<file path="src/rtl/srsg_pkg.sv">
// ----------------------------------------------------------------------------
// srsg_pkg: shared types and constants of the stepper ramp step generator
// Request codes, register indexes, register reset values and port widths.
// ----------------------------------------------------------------------------
package srsg_pkg;

   // Default width of the position and target counters.
   localparam int POS_WIDTH_DEF = 32;

   // Fixed port widths.
   localparam int RATE_WIDTH     = 16;
   localparam int STEPS_WIDTH    = 32;
   localparam int CSR_IDX_WIDTH  = 3;
   localparam int CSR_DATA_WIDTH = 16;

   // Request kinds carried by req_type.
   typedef enum logic [1:0] {
      REQ_POLL  = 2'd0,
      REQ_TIMER = 2'd1,
      REQ_MOVE  = 2'd2,
      REQ_ZERO  = 2'd3
   } req_kind_type;

   // Register indexes of the configuration port.
   localparam logic [CSR_IDX_WIDTH-1:0] CSR_ACCEL_INC  = 3'd0;
   localparam logic [CSR_IDX_WIDTH-1:0] CSR_DECEL_INC  = 3'd1;
   localparam logic [CSR_IDX_WIDTH-1:0] CSR_MAX_RATE   = 3'd2;
   localparam logic [CSR_IDX_WIDTH-1:0] CSR_DIR_INVERT = 3'd3;
   localparam logic [CSR_IDX_WIDTH-1:0] CSR_DRIVE_ACT  = 3'd4;

   // Register values after reset.
   localparam logic [RATE_WIDTH-1:0] ACCEL_INC_RST = 16'd100;
   localparam logic [RATE_WIDTH-1:0] DECEL_INC_RST = 16'd100;
   localparam logic [RATE_WIDTH-1:0] MAX_RATE_RST  = 16'd1000;

   // Largest distance that still matters for the braking limit.
   localparam logic [RATE_WIDTH-1:0] DIST_SAT = 16'hFFFF;

endpackage

</file>
<file path="src/rtl/stepper_ramp_step_generator_unit.sv">
// ----------------------------------------------------------------------------
// stepper_ramp_step_generator_unit: trapezoidal ramp step generator
//
// Usage: requests (poll, timer expiry, relative move, set zero) enter on the
// req_ channel; every request gives exactly one word on the rsp_ channel with
// the step pulse and direction levels, the timer restart command and rate,
// the running flag, the position and the active-low driver enable.
// Both channels use valid/ready; the csr_ channel writes one register per
// word (index 0..4) and must only be used while no request is in flight.
// A request passes the input register and then the response register, which
// takes the result from the input register when it is free.
// Throughput: one request per cycle while the receiver does not stall; all
// of the rate update (distance, one 16x16 multiply for the braking limit,
// clamps) sits between the input register and the response register.
// When the receiver stalls, the response register holds and the input
// register still takes one more request, after which req_ready drops.
// Reset clears the ramp state, the position and target, both stage valid
// flags and restores the register defaults; no channel is ready in reset.
// ----------------------------------------------------------------------------
module stepper_ramp_step_generator_unit
   import srsg_pkg::*;
#(
   parameter int POS_WIDTH = POS_WIDTH_DEF
) (
   input  logic                      clock,
   input  logic                      reset,
   // Configuration port.
   input  logic                      csr_valid,
   output logic                      csr_ready,
   input  logic [CSR_IDX_WIDTH-1:0]  csr_index,
   input  logic [CSR_DATA_WIDTH-1:0] csr_wdata,
   // Request channel.
   input  logic                      req_valid,
   output logic                      req_ready,
   input  logic [1:0]                req_type,
   input  logic signed [STEPS_WIDTH-1:0] req_move_steps,
   // Response channel.
   output logic                      rsp_valid,
   input  logic                      rsp_ready,
   output logic                      rsp_step_pulse,
   output logic                      rsp_dir_level,
   output logic                      rsp_timer_start,
   output logic [RATE_WIDTH-1:0]     rsp_timer_rate,
   output logic                      rsp_is_running,
   output logic signed [STEPS_WIDTH-1:0] rsp_step_position,
   output logic                      rsp_enable_n
);

   // Configuration registers.
   logic [RATE_WIDTH-1:0] accel_ff;
   logic [RATE_WIDTH-1:0] decel_ff;
   logic [RATE_WIDTH-1:0] max_rate_ff;
   logic                  dir_invert_ff;
   logic                  drive_ff;

   // Input stage.
   logic                          in_vld_ff;
   req_kind_type                  in_type_ff;
   logic signed [STEPS_WIDTH-1:0] in_steps_ff;

   // Ramp state.
   logic signed [RATE_WIDTH:0] rate_ff, rate_in;
   logic [POS_WIDTH-1:0]       position_ff, position_in;
   logic [POS_WIDTH-1:0]       target_ff, target_in;
   logic                       running_ff, running_in;
   logic                       pulse_ff, pulse_in;
   logic                       dir_ff, dir_in;

   // Response stage.
   logic                          rsp_vld_ff;
   logic                          rsp_pulse_ff;
   logic                          rsp_dir_ff;
   logic                          rsp_tstart_ff;
   logic [RATE_WIDTH-1:0]         rsp_rate_ff;
   logic                          rsp_running_ff;
   logic [STEPS_WIDTH-1:0]        rsp_position_ff;
   logic                          rsp_enable_n_ff;

   // Datapath signals.
   logic                         advance;
   logic                         is_step;
   logic [POS_WIDTH-1:0]         pos_step;
   logic [POS_WIDTH-1:0]         pos_eval;
   logic [POS_WIDTH-1:0]         dist_val;
   logic                         dist_pos;
   logic                         dist_neg;
   logic                         dist_nz;
   logic [POS_WIDTH-1:0]         dist_mag;
   logic [RATE_WIDTH-1:0]        mag_sat;
   logic [2*RATE_WIDTH-1:0]      lim;
   logic                         rate_pos;
   logic                         rate_neg;
   logic [RATE_WIDTH-1:0]        rate_abs;
   logic [RATE_WIDTH:0]          acc_mag;
   logic [RATE_WIDTH:0]          acc_max;
   logic [RATE_WIDTH:0]          acc_lim;
   logic signed [RATE_WIDTH+1:0] brake_up;
   logic signed [RATE_WIDTH+1:0] brake_dn;
   logic signed [RATE_WIDTH:0]   rate_upd;
   logic                         dir_upd;
   logic                         tstart;
   logic [RATE_WIDTH-1:0]        tstart_rate;
   logic [POS_WIDTH+STEPS_WIDTH-1:0] move_wide;
   logic [POS_WIDTH+STEPS_WIDTH-1:0] pos_wide;

   // Handshakes: the input stage moves on when the response register is free.
   assign advance   = in_vld_ff && (!rsp_vld_ff || rsp_ready);
   assign req_ready = !reset && (!in_vld_ff || advance);
   assign csr_ready = !reset;

   // Configuration register writes.
   always_ff @(posedge clock) begin
      if (reset) begin
         accel_ff      <= ACCEL_INC_RST;
         decel_ff      <= DECEL_INC_RST;
         max_rate_ff   <= MAX_RATE_RST;
         dir_invert_ff <= 1'b0;
         drive_ff      <= 1'b0;
      end else if (csr_valid) begin
         unique case (csr_index)
            CSR_ACCEL_INC:  accel_ff      <= csr_wdata;
            CSR_DECEL_INC:  decel_ff      <= csr_wdata;
            CSR_MAX_RATE:   max_rate_ff   <= csr_wdata;
            CSR_DIR_INVERT: dir_invert_ff <= csr_wdata[0];
            CSR_DRIVE_ACT:  drive_ff      <= csr_wdata[0];
            default: ;
         endcase
      end
   end

   // Input register.
   always_ff @(posedge clock) begin
      if (reset) begin
         in_vld_ff <= 1'b0;
      end else if (req_ready) begin
         in_vld_ff <= req_valid;
      end
   end

   always_ff @(posedge clock) begin
      if (req_ready && req_valid) begin
         in_type_ff  <= req_kind_type'(req_type);
         in_steps_ff <= req_move_steps;
      end
   end

   // Position after a full step; a step at zero rate counts as negative.
   assign rate_pos = !rate_ff[RATE_WIDTH] && (rate_ff != '0);
   assign rate_neg = rate_ff[RATE_WIDTH];
   assign pos_step = rate_pos ? position_ff + POS_WIDTH'(1) : position_ff - POS_WIDTH'(1);
   assign is_step  = (in_type_ff == REQ_TIMER) && running_ff && pulse_ff;
   assign pos_eval = is_step ? pos_step : position_ff;

   // Signed distance to target, wrapping at the position width.
   assign dist_val = target_ff - pos_eval;
   assign dist_neg = dist_val[POS_WIDTH-1];
   assign dist_nz  = (dist_val != '0);
   assign dist_pos = !dist_neg && dist_nz;
   assign dist_mag = dist_neg ? (~dist_val + POS_WIDTH'(1)) : dist_val;

   // Braking limit: saturated distance times the deceleration step.
   assign mag_sat = (dist_mag > POS_WIDTH'(DIST_SAT)) ? DIST_SAT : dist_mag[RATE_WIDTH-1:0];
   assign lim     = mag_sat * decel_ff;

   // Accelerating magnitude, clamped to the maximum rate and the braking limit.
   assign rate_abs = rate_neg ? RATE_WIDTH'(-rate_ff) : rate_ff[RATE_WIDTH-1:0];
   assign acc_mag  = {1'b0, rate_abs} + {1'b0, accel_ff};
   assign acc_max  = (acc_mag > {1'b0, max_rate_ff}) ? {1'b0, max_rate_ff} : acc_mag;
   assign acc_lim  = ({{(RATE_WIDTH-1){1'b0}}, acc_max} > lim) ? lim[RATE_WIDTH:0] : acc_max;

   // Braking on a reversal.
   assign brake_up = {rate_ff[RATE_WIDTH], rate_ff} + {2'b00, decel_ff};
   assign brake_dn = {rate_ff[RATE_WIDTH], rate_ff} - {2'b00, decel_ff};

   // New rate, in priority order of the ramp rules.
   always_comb begin
      priority if (!rate_pos && dist_pos) begin
         rate_upd = brake_up[RATE_WIDTH:0];
      end else if (!rate_neg && dist_neg) begin
         rate_upd = brake_dn[RATE_WIDTH:0];
      end else if (dist_pos) begin
         rate_upd = acc_lim;
      end else if (dist_neg) begin
         rate_upd = ~acc_lim + (RATE_WIDTH+1)'(1);
      end else begin
         rate_upd = rate_ff;
      end
   end

   // Direction follows the sign of the new rate and holds at zero rate.
   always_comb begin
      priority if (!rate_upd[RATE_WIDTH] && (rate_upd != '0)) begin
         dir_upd = dir_invert_ff;
      end else if (rate_upd[RATE_WIDTH]) begin
         dir_upd = !dir_invert_ff;
      end else begin
         dir_upd = dir_ff;
      end
   end

   // Relative move, sign extended or truncated to the position width.
   assign move_wide = {{POS_WIDTH{in_steps_ff[STEPS_WIDTH-1]}}, in_steps_ff};

   // Next state for the request in the input register.
   always_comb begin
      rate_in     = rate_ff;
      position_in = position_ff;
      target_in   = target_ff;
      running_in  = running_ff;
      pulse_in    = pulse_ff;
      dir_in      = dir_ff;
      tstart      = 1'b0;
      unique case (in_type_ff)
         REQ_POLL: begin
            if (drive_ff && !running_ff) begin
               rate_in = rate_upd;
               dir_in  = dir_upd;
               if (dist_nz) begin
                  running_in = 1'b1;
                  pulse_in   = 1'b0;
                  tstart     = 1'b1;
               end
            end
         end
         REQ_TIMER: begin
            if (running_ff) begin
               if (!pulse_ff) begin
                  pulse_in = 1'b1;
                  tstart   = 1'b1;
               end else begin
                  pulse_in    = 1'b0;
                  position_in = pos_step;
                  dir_in      = dir_upd;
                  if (dist_nz) begin
                     rate_in = rate_upd;
                     tstart  = 1'b1;
                  end else begin
                     rate_in    = '0;
                     running_in = 1'b0;
                  end
               end
            end
         end
         REQ_MOVE: begin
            target_in = target_ff + move_wide[POS_WIDTH-1:0];
         end
         REQ_ZERO: begin
            position_in = '0;
            target_in   = '0;
         end
         default: ;
      endcase
   end

   // Timer rate is the magnitude of the rate that the timer is armed with.
   assign tstart_rate = !tstart ? '0 :
                        rate_in[RATE_WIDTH] ? RATE_WIDTH'(-rate_in) :
                        rate_in[RATE_WIDTH-1:0];

   // Position seen on the port: low word, zero extended when narrower.
   assign pos_wide = {{STEPS_WIDTH{1'b0}}, position_in};

   // Ramp state registers.
   always_ff @(posedge clock) begin
      if (reset) begin
         rate_ff     <= '0;
         position_ff <= '0;
         target_ff   <= '0;
         running_ff  <= 1'b0;
         pulse_ff    <= 1'b0;
         dir_ff      <= 1'b0;
      end else if (advance) begin
         rate_ff     <= rate_in;
         position_ff <= position_in;
         target_ff   <= target_in;
         running_ff  <= running_in;
         pulse_ff    <= pulse_in;
         dir_ff      <= dir_in;
      end
   end

   // Response valid flag.
   always_ff @(posedge clock) begin
      if (reset) begin
         rsp_vld_ff <= 1'b0;
      end else if (advance) begin
         rsp_vld_ff <= 1'b1;
      end else if (rsp_ready) begin
         rsp_vld_ff <= 1'b0;
      end
   end

   // Response payload.
   always_ff @(posedge clock) begin
      if (advance) begin
         rsp_pulse_ff    <= pulse_in;
         rsp_dir_ff      <= dir_in;
         rsp_tstart_ff   <= tstart;
         rsp_rate_ff     <= tstart_rate;
         rsp_running_ff  <= running_in;
         rsp_position_ff <= pos_wide[STEPS_WIDTH-1:0];
         rsp_enable_n_ff <= !drive_ff;
      end
   end

   assign rsp_valid         = rsp_vld_ff;
   assign rsp_step_pulse    = rsp_pulse_ff;
   assign rsp_dir_level     = rsp_dir_ff;
   assign rsp_timer_start   = rsp_tstart_ff;
   assign rsp_timer_rate    = rsp_rate_ff;
   assign rsp_is_running    = rsp_running_ff;
   assign rsp_step_position = rsp_position_ff;
   assign rsp_enable_n      = rsp_enable_n_ff;

endmodule

</file>
<file path="config.mk">
export PLATFORM = sky130hd
export DESIGN_NAME = stepper_ramp_step_generator_unit
export DESIGN_NICKNAME = d
export VERILOG_FILES = /design/src/rtl/srsg_pkg.sv /design/src/rtl/stepper_ramp_step_generator_unit.sv
export SDC_FILE = /design/constraint.sdc
export NUM_CORES = 1
export LEC_CHECK = 0
export BUFFER_PORTS_ARGS = -buffer_cell sky130_fd_sc_hd__buf_2
export CORE_ASPECT_RATIO = 0.75
export CORE_MARGIN = 5
export CORE_UTILIZATION = 30
export DETAILED_ROUTE_END_ITERATION = 8
export GPL_TIMING_DRIVEN = 0
export HOLD_SLACK_MARGIN = 0.02
export SYNTH_ARGS = -nofsm -noshare
export SYNTH_HDL_FRONTEND = slang
export SYNTH_SLANG_ARGS = --single-unit
</file>
<file path="constraint.sdc">
create_clock -name clock -period 44 [get_ports clock]
set_clock_uncertainty 0.2 [all_clocks]
set_input_delay 8.8 -clock clock [delete_from_list [all_inputs] [get_ports clock]]
set_output_delay 8.8 -clock clock [all_outputs]
set_load 0.05 [all_outputs]
</file>
==> results.md, run 1 <==
* Vias at 27500
* Mean post-synth cell area at 8.00 sq um
* Cell variety after synth at 103
* Total global routing overflow at 0
* Starting Density at 30.3%
* Cts bufs inserted at 25
* Gr usage total at 20.2%
* Final count of negative-setup-slack endpoints at 0
* Status: finished, final reports clean
* Arr. time, crit path at 27.17 ns
* Nets at 4221
* Cells after Synth at 3541
* Max Clock Freq at 0.0370 GHz
* Worst slew pin tran at 1.26 ns
* First-pass GRT wire length at 159000 um
* CORE AREA at 93600 sq um
* Critical Path Source Type: flip-flop
* Relative slew slack at 16.1%
* Most common cell in the netlist: nand2_1
* Setup TNS at 0 ns
* Number of hold violations in the final report at 0
* Vias in the first global route at 25800
* Post-synth EDFFs at 87
* Maximum VDD drop at 0.0557 mV
* Sequential share of the synthesized area at 18.8%
* Top post-synthesis cells by count: nand2_1, a21oi_1, inv_1
* # DRC at 0
* Routed Antenna Nets at 0
* H-tree levels at 1
* Worst-path clk slew at 0.07 ns
* Area grow syn2layout at 10.6%
* Hold-fix buffers, CTS at 0
* Clock tree from TritonCTS: done
* RD Place Congestion at 1.01
* Largest stage delay, worst path at 0.77 ns
* Die extent in x at 365 um
* Seq cells post-synth at 223
* RSZ-0062 raised after global routing: false
* Critical path data required time at 44.11 ns
* Clk sinks at 223
* First-pass DRT Iterations at 8
* Setup Fix Bufs, Post-CTS at 0
* Yosys top cell area share at 14.1%
* Static Leak at 14.0 nW
* Period utilization at 61.5%
* Drt total wl at 105000 um
* Clock latency on the worst-skew pair at 0.58 ns
* CP endpoint kind: flip-flop
* Kind of critical path: reg -> reg
* Ys async rst share at 0%
* Longest Clk Path Bufs at 3
* Syn nets at 4081
* Max_cap viols at 0
* Number of port buffers at 112
* Final core utilization at 33.5%
* Cell Rows at 97
* Detailed placer's ending HPWL at 86300 um
* Initial antenna violation count at 7
* Initial DRC Count at 3146
* Synth area leaders: fa_1, ha_1, dfxtp_1
* Synth Flop Type: dfxtp_1
* Largest net degree at the start of global routing at 63
* Most frequent CP cell: o21ai_0
* Ports at 114
* Worst Hold Class: reg -> reg
* Slew Limit Fails at 0
* DR vias/cell at 5.55
* CP Max Fanout at 17
* Post-cts sizing count at 0
* Syn Std Cell Area at 28300 sq um
* Root Buffer: clkbuf_16
* Synth Warn # at 0
* Layout cells sized above 1 at 6.49%
* Min Tclk post-route at 27.06 ns
* Fillers at 9979
* Slowest CP cell: o31ai_4
* Die Ht at 276 um
* Yosys top cell by area: fa_1
* Full die area at 101000 sq um
* DR WL/cell at 21.3 um
* Pwr Density at 43.0 nW/um^2
[registers in the layout (all words and copies together) (netlist names), 2 cells and up]
register and cells:
rate_ff 17, decel_ff 16, position_ff 32, accel_ff 16, target_ff 32, rsp_timer_rate 16, in_type_ff 2, in_steps_ff 32
max_rate_ff 16, rsp_step_position 32
[logic make-up (layout without fill, tap and decap cells)]
| group | after synthesis | count (layout) | synth area share [%] |
|---|---|---|---|
| flops | 223 | 223 | 18.8 |
| xor+xnor | 141 | 141 | 4.41 |
| fa+ha+maj | 482 | 482 | 26.6 |
| mux | 39 | 39 | 1.42 |
| compound gates | 1033 | 1033 | 23.7 |
| other cells | 1 | 7 | 0.0132 |
| simple gates | 1112 | 1112 | 18.2 |
| buf+inv | 510 | 669 | 6.84 |
[final cells by class]
cell class	count	area, sq um	share of cell area (%)
antenna	6	15.0	0.0479
buffer	155	608	1.94
clock buffer	28	668	2.13
clock inverter	18	193	0.615
inverter	355	1330	4.25
multi-input combinational	2808	21100	67.2
sequential	223	5340	17.0
tap	1237	1550	4.94
timing repair buffer	113	576	1.84
[placed cells by master, fill, tap and decap left out, drive strengths merged, types with 12 or more instances in the layout]
| cell | instances |
|---|---|
| clkinv | 13 |
| nor2 | 247 |
| nor2b | 23 |
| a21boi | 18 |
| a31oi | 37 |
| or2 | 17 |
| a21oi | 383 |
| fa | 200 |
| o21ai | 151 |
| dfxtp | 136 |
| o21a | 33 |
| mux2i | 29 |
| o31ai | 24 |
| a221oi | 12 |
| and3 | 35 |
| o21bai | 30 |
| xor2 | 48 |
| a21o | 94 |
| buf | 137 |
| nor3 | 76 |
| clkbuf | 159 |
| inv | 353 |
| xnor2 | 93 |
| nand2 | 460 |
| nand2b | 24 |
| ha | 282 |
| edfxtp | 87 |
| a22oi | 30 |
| nor4 | 19 |
| nand3 | 72 |
| and2 | 28 |
| a211oi | 48 |
| and4 | 12 |
| o22ai | 13 |
| o211ai | 29 |
| nand4 | 30 |
| or3 | 28 |
[power breakdown]
part	switching, W	total, W	internal, W
registers	0.00000702	0.000228	0.000221
logic	0.000592	0.000894	0.000303
clock network	0.0000984	0.000226	0.000128
total	0.000697	0.00135	0.000651
[layer usage]
layer  vias up  routed length (um)  track usage, %
li1      12800                   -               -
met1     13200               50900            31.7
met5         -                  45               0
met3       142               13300            6.31
met4         8                2010            3.13
met2      1320               39200            26.9
[critical path: cells and delay by family, from the launching register on]
kind,cells,cell delay [ns]
flops,1,0.37
xor+xnor,5,2.68
compound gates,33,9.55
mux,4,1.00
fa+ha+maj,11,4.47
buf+inv,13,3.75
simple gates,18,4.68
[final timing paths]
kind / start / end / slack, ns / depth (start not counted)
worst max-delay path: rate_ff[2] / rsp_timer_rate[3] / 16.94 / 84
worst min-delay path: max_rate_ff[4] / max_rate_ff[4] / 0.26 / 2
worst max register to register: rate_ff[2] / rsp_timer_rate[3] / 16.94 / 84
worst min register to register: max_rate_ff[4] / max_rate_ff[4] / 0.26 / 2
[stage by stage]
step	setup WS, ns	area [sq um]	std cells	power, W	hold slack (ns)
detailed placement	18.13	30500	4891	0.00109	0.250
floorplan	23.56	28300	3541	0.000827	0.236
global route	15.81	31300	4937	0.00145	0.273
global placement	16.55	30400	4890	0.00109	0.244
finish	16.94	31300	4943	0.00135	0.260
CTS	17.89	31300	4937	0.00133	0.258
(Power assumes the default switching activity.)
==> run 2: changes to the inputs <==
--- a/config.mk
+++ b/config.mk
@@ -5,6 +5,7 @@
 export SDC_FILE = /design/constraint.sdc
 export NUM_CORES = 1
 export LEC_CHECK = 0
+export ABC_AREA = 1
 export BUFFER_PORTS_ARGS = -buffer_cell sky130_fd_sc_hd__buf_2
 export CORE_ASPECT_RATIO = 0.75
 export CORE_MARGIN = 5
==> constraint.sdc (replaced) <==
create_clock -name clock -period 24.1 [get_ports clock]
set_clock_uncertainty 0.2 [all_clocks]
set_input_delay 4.82 -clock clock [delete_from_list [all_inputs] [get_ports clock]]
set_output_delay 4.82 -clock clock [all_outputs]
set_load 0.05 [all_outputs]
==> run 2 against run 1 <==
Against the previous run:
- wire length fell by 3.3%
- worst setup slack lost 13 ns
- final cell count is 20% higher
- final area grew 5.2%
- largest power group unchanged
- combinational power grew 110%
- count of clock-buffer cells in the layout up 2
- critical endpoint unchanged
- register-to-register slack lost 13 ns
- power rose by 100%
- global-route usage is 1.6 points lower
==> results.md, run 2 <==
* Largest net degree at the start of global routing at 40 (-37%)
* First-pass DRT Iterations at 6 (-2)
* RSZ-0062 raised after global routing: false
* Sequential share of the synthesized area at 17.9% (-0.93 points)
* CP endpoint kind: flip-flop
* Die Ht at 283 um (+2.5%)
* DR vias/cell at 4.94 (-11%)
* Vias at 29300 (+6.6%)
* Total global routing overflow at 0 (unchanged)
* Die extent in x at 374 um (+2.5%)
* Starting Density at 30.1% (-0.16 points)
* Top post-synthesis cells by count: nand2_1, inv_1, a21oi_1
* Drt total wl at 102000 um (-3.3%)
* Relative slew slack at 21.2% (+5.1 points)
* Full die area at 106000 sq um (+5.0%)
* Synth Flop Type: dfxtp_1
* Clock tree from TritonCTS: done
* Synth Warn # at 0 (unchanged)
* CORE AREA at 99000 sq um (+5.8%)
* XOR/XNOR share of the synthesized area at 2.67% (-1.7 points)
* Layout cells sized above 1 at 7.41% (+0.92 points)
* Area grow syn2layout at 10.6% (about the same)
* Post-synthesis mux area share at 0% (-1.4 points)
* Area of placed instances at 32100 sq um (+5.3%)
* RD Place Congestion at 0.949 (-6.0%)
* Kind of critical path: reg -> reg
* Simple logic cell fraction of the synthesized area at 26.5% (+8.3 points)
* Yosys top cell by area: nand2_1
* Clk sinks at 223 (unchanged)
* Cell Rows at 100 (+3.1%)
* Max Clock Freq at 0.0487 GHz (+32%)
* Ports at 114 (unchanged)
* Max_cap viols at 0 (unchanged)
* Worst-path clk slew at 0.07 ns (about the same)
* Ant diodes at 0 (-6)
* Worst slew pin tran at 1.17 ns (-0.0873 ns)
* Initial antenna violation count at 1 (-6)
* Adder-cell share of the synthesized area at 25.3% (-1.3 points)
* # DRC at 0 (unchanged)
* DR WL/cell at 17.2 um (-19%)
* Nets at 5111 (+21%)
* Static Leak at 17.2 nW (+23%)
* Final count of negative-setup-slack endpoints at 0 (unchanged)
* Period utilization at 85.2% (+24 points)
* Cell variety after synth at 63 (-39%)
* Critical path data required time at 24.25 ns (-19.86 ns)
* Gr usage total at 18.7% (-1.6 points)
* Setup Fix Bufs, Post-CTS at 0 (unchanged)
* Worst Hold Class: reg -> reg
* H-tree levels at 1 (unchanged)
* Clock latency on the worst-skew pair at 0.59 ns (about the same)
* Number of hold violations in the final report at 0 (unchanged)
* Syn Std Cell Area at 29800 sq um (+5.2%)
* Number of port buffers at 113 (+0.89%)
* Design area at 33000 sq um (+5.2%)
* Synth area leaders: nand2_1, fa_1, ha_1
* CP Max Fanout at 33 (+16)
* Final core utilization at 33.3% (-0.18 points)
* Slowest CP cell: nor4_1
* Min Tclk post-route at 20.53 ns (-6.53 ns)
* Maximum VDD drop at 0.0969 mV (+74%)
* Mean post-synth cell area at 6.73 sq um (-16%)
* Compound-cell area share of the yosys netlist at 14.8% (-8.8 points)
* Ys async rst share at 0% (unchanged)
* Longest Clk Path Bufs at 3 (unchanged)
* Status: finished, final reports clean
* Most frequent CP cell: nand2_1
* Setup TNS at 0 ns (unchanged)
* Seq cells post-synth at 223 (unchanged)
* Most common cell in the netlist: nand2_1
* Pwr Density at 83.8 nW/um^2 (+95%)
* Arr. time, crit path at 20.68 ns (-6.49 ns)
* Hold-fix buffers, CTS at 0 (unchanged)
* Routed Antenna Nets at 0 (unchanged)
* Syn nets at 4969 (+22%)
* Root Buffer: clkbuf_16
* Post-cts sizing count at 0 (unchanged)
* Detailed placer's ending HPWL at 84400 um (-2.2%)
* Cts bufs inserted at 25 (unchanged)
* Largest family of logic cells by synthesized area: simple AND/OR/NAND/NOR gates
* Largest stage delay, worst path at 0.99 ns (+0.22 ns)
* Initial DRC Count at 2754 (-12%)
* Post-synth EDFFs at 87 (unchanged)
* Vias in the first global route at 27500 (+6.6%)
* Cells after Synth at 4429 (+25%)
* Most common cell after layout, fill and taps aside: nand2_1
* Slew Limit Fails at 0 (unchanged)
* Critical Path Source Type: flip-flop
* Fillers at 10800 (+7.8%)
* Commonest non-fill, non-tap cells in the layout: nand2_1, inv_1, a21oi_1, nor2_1, ha_1
* Yosys top cell area share at 13.9% (-0.24 points)
* First-pass GRT wire length at 157000 um (-1.1%)
-- run 2: layer usage --
layer	global-route usage, %	vias up	part of all wire [%]
met4	2.94	0	1.5
met5	0	-	0
met1	28.7	13700	49
met3	5.08	112	10
met2	26.1	1097	39
li1	-	14400	-
-- run 2: worst paths after layout --
| path | start | to | slack, ns | depth (start not counted) |
|---|---|---|---|---|
| worst min register to register | accel_ff[2] | accel_ff[2] | 0.28 | 2 |
| worst max-delay path | rate_ff[1] | rsp_timer_rate[3] | 3.57 | 96 |
| worst max register to register | rate_ff[1] | rsp_timer_rate[3] | 3.57 | 96 |
| worst min-delay path | accel_ff[2] | accel_ff[2] | 0.28 | 2 |
-- run 2: kinds of logic after synthesis --
kind of cell	count (synthesis)
buffers and inverters	999
other	1
AOI/OAI and AO/OA	791
and+or+nand+nor	1842
adders and majority gates	482
xor gates and xnor gates	91
DFF	223
-- run 2: cell type report --
cell class              count  area, sq um  area share (%)
flip-flops and latches    223         5340            16.2
repair buffers            115          606            1.84
inverters                 873         3280            9.95
clock inverters            16          230           0.698
plain buffers             126          537            1.63
multi-input cells        3207        20700            62.7
well taps                1326         1660            5.03
clock buffers              30          664            2.01
-- run 2: critical path, delay by kind of cell, from the launching register on --
kind / cells / cell delay, ns
AOI/OAI and AO/OA: 20 / 3.95
xor gates and xnor gates: 1 / 0.20
adders and majority gates: 12 / 5.03
buffers and inverters: 18 / 2.79
DFF: 1 / 0.45
and+or+nand+nor: 45 / 7.63
-- run 2: per-stage QoR --
step / power [W] / hold WS, ns / worst slack, ns / std cells
finish: 0.00276 / 0.277 / 3.57 / 5916
global route: 0.00303 / 0.301 / 2.17 / 5916
CTS: 0.00273 / 0.276 / 3.92 / 5916
detailed placement: 0.00228 / 0.256 / 4.03 / 5870
global placement: 0.00228 / 0.251 / 4.01 / 5868
floorplan: 0.00177 / 0.235 / 8.67 / 4429
-- run 2: where the power goes --
part / switching, W / internal [W] / total (W) / leakage, nW
registers: 0.0000155 / 0.000410 / 0.000425 / 1.94
clock network: 0.000184 / 0.000252 / 0.000435 / 0.428
logic: 0.00129 / 0.000610 / 0.00190 / 14.8
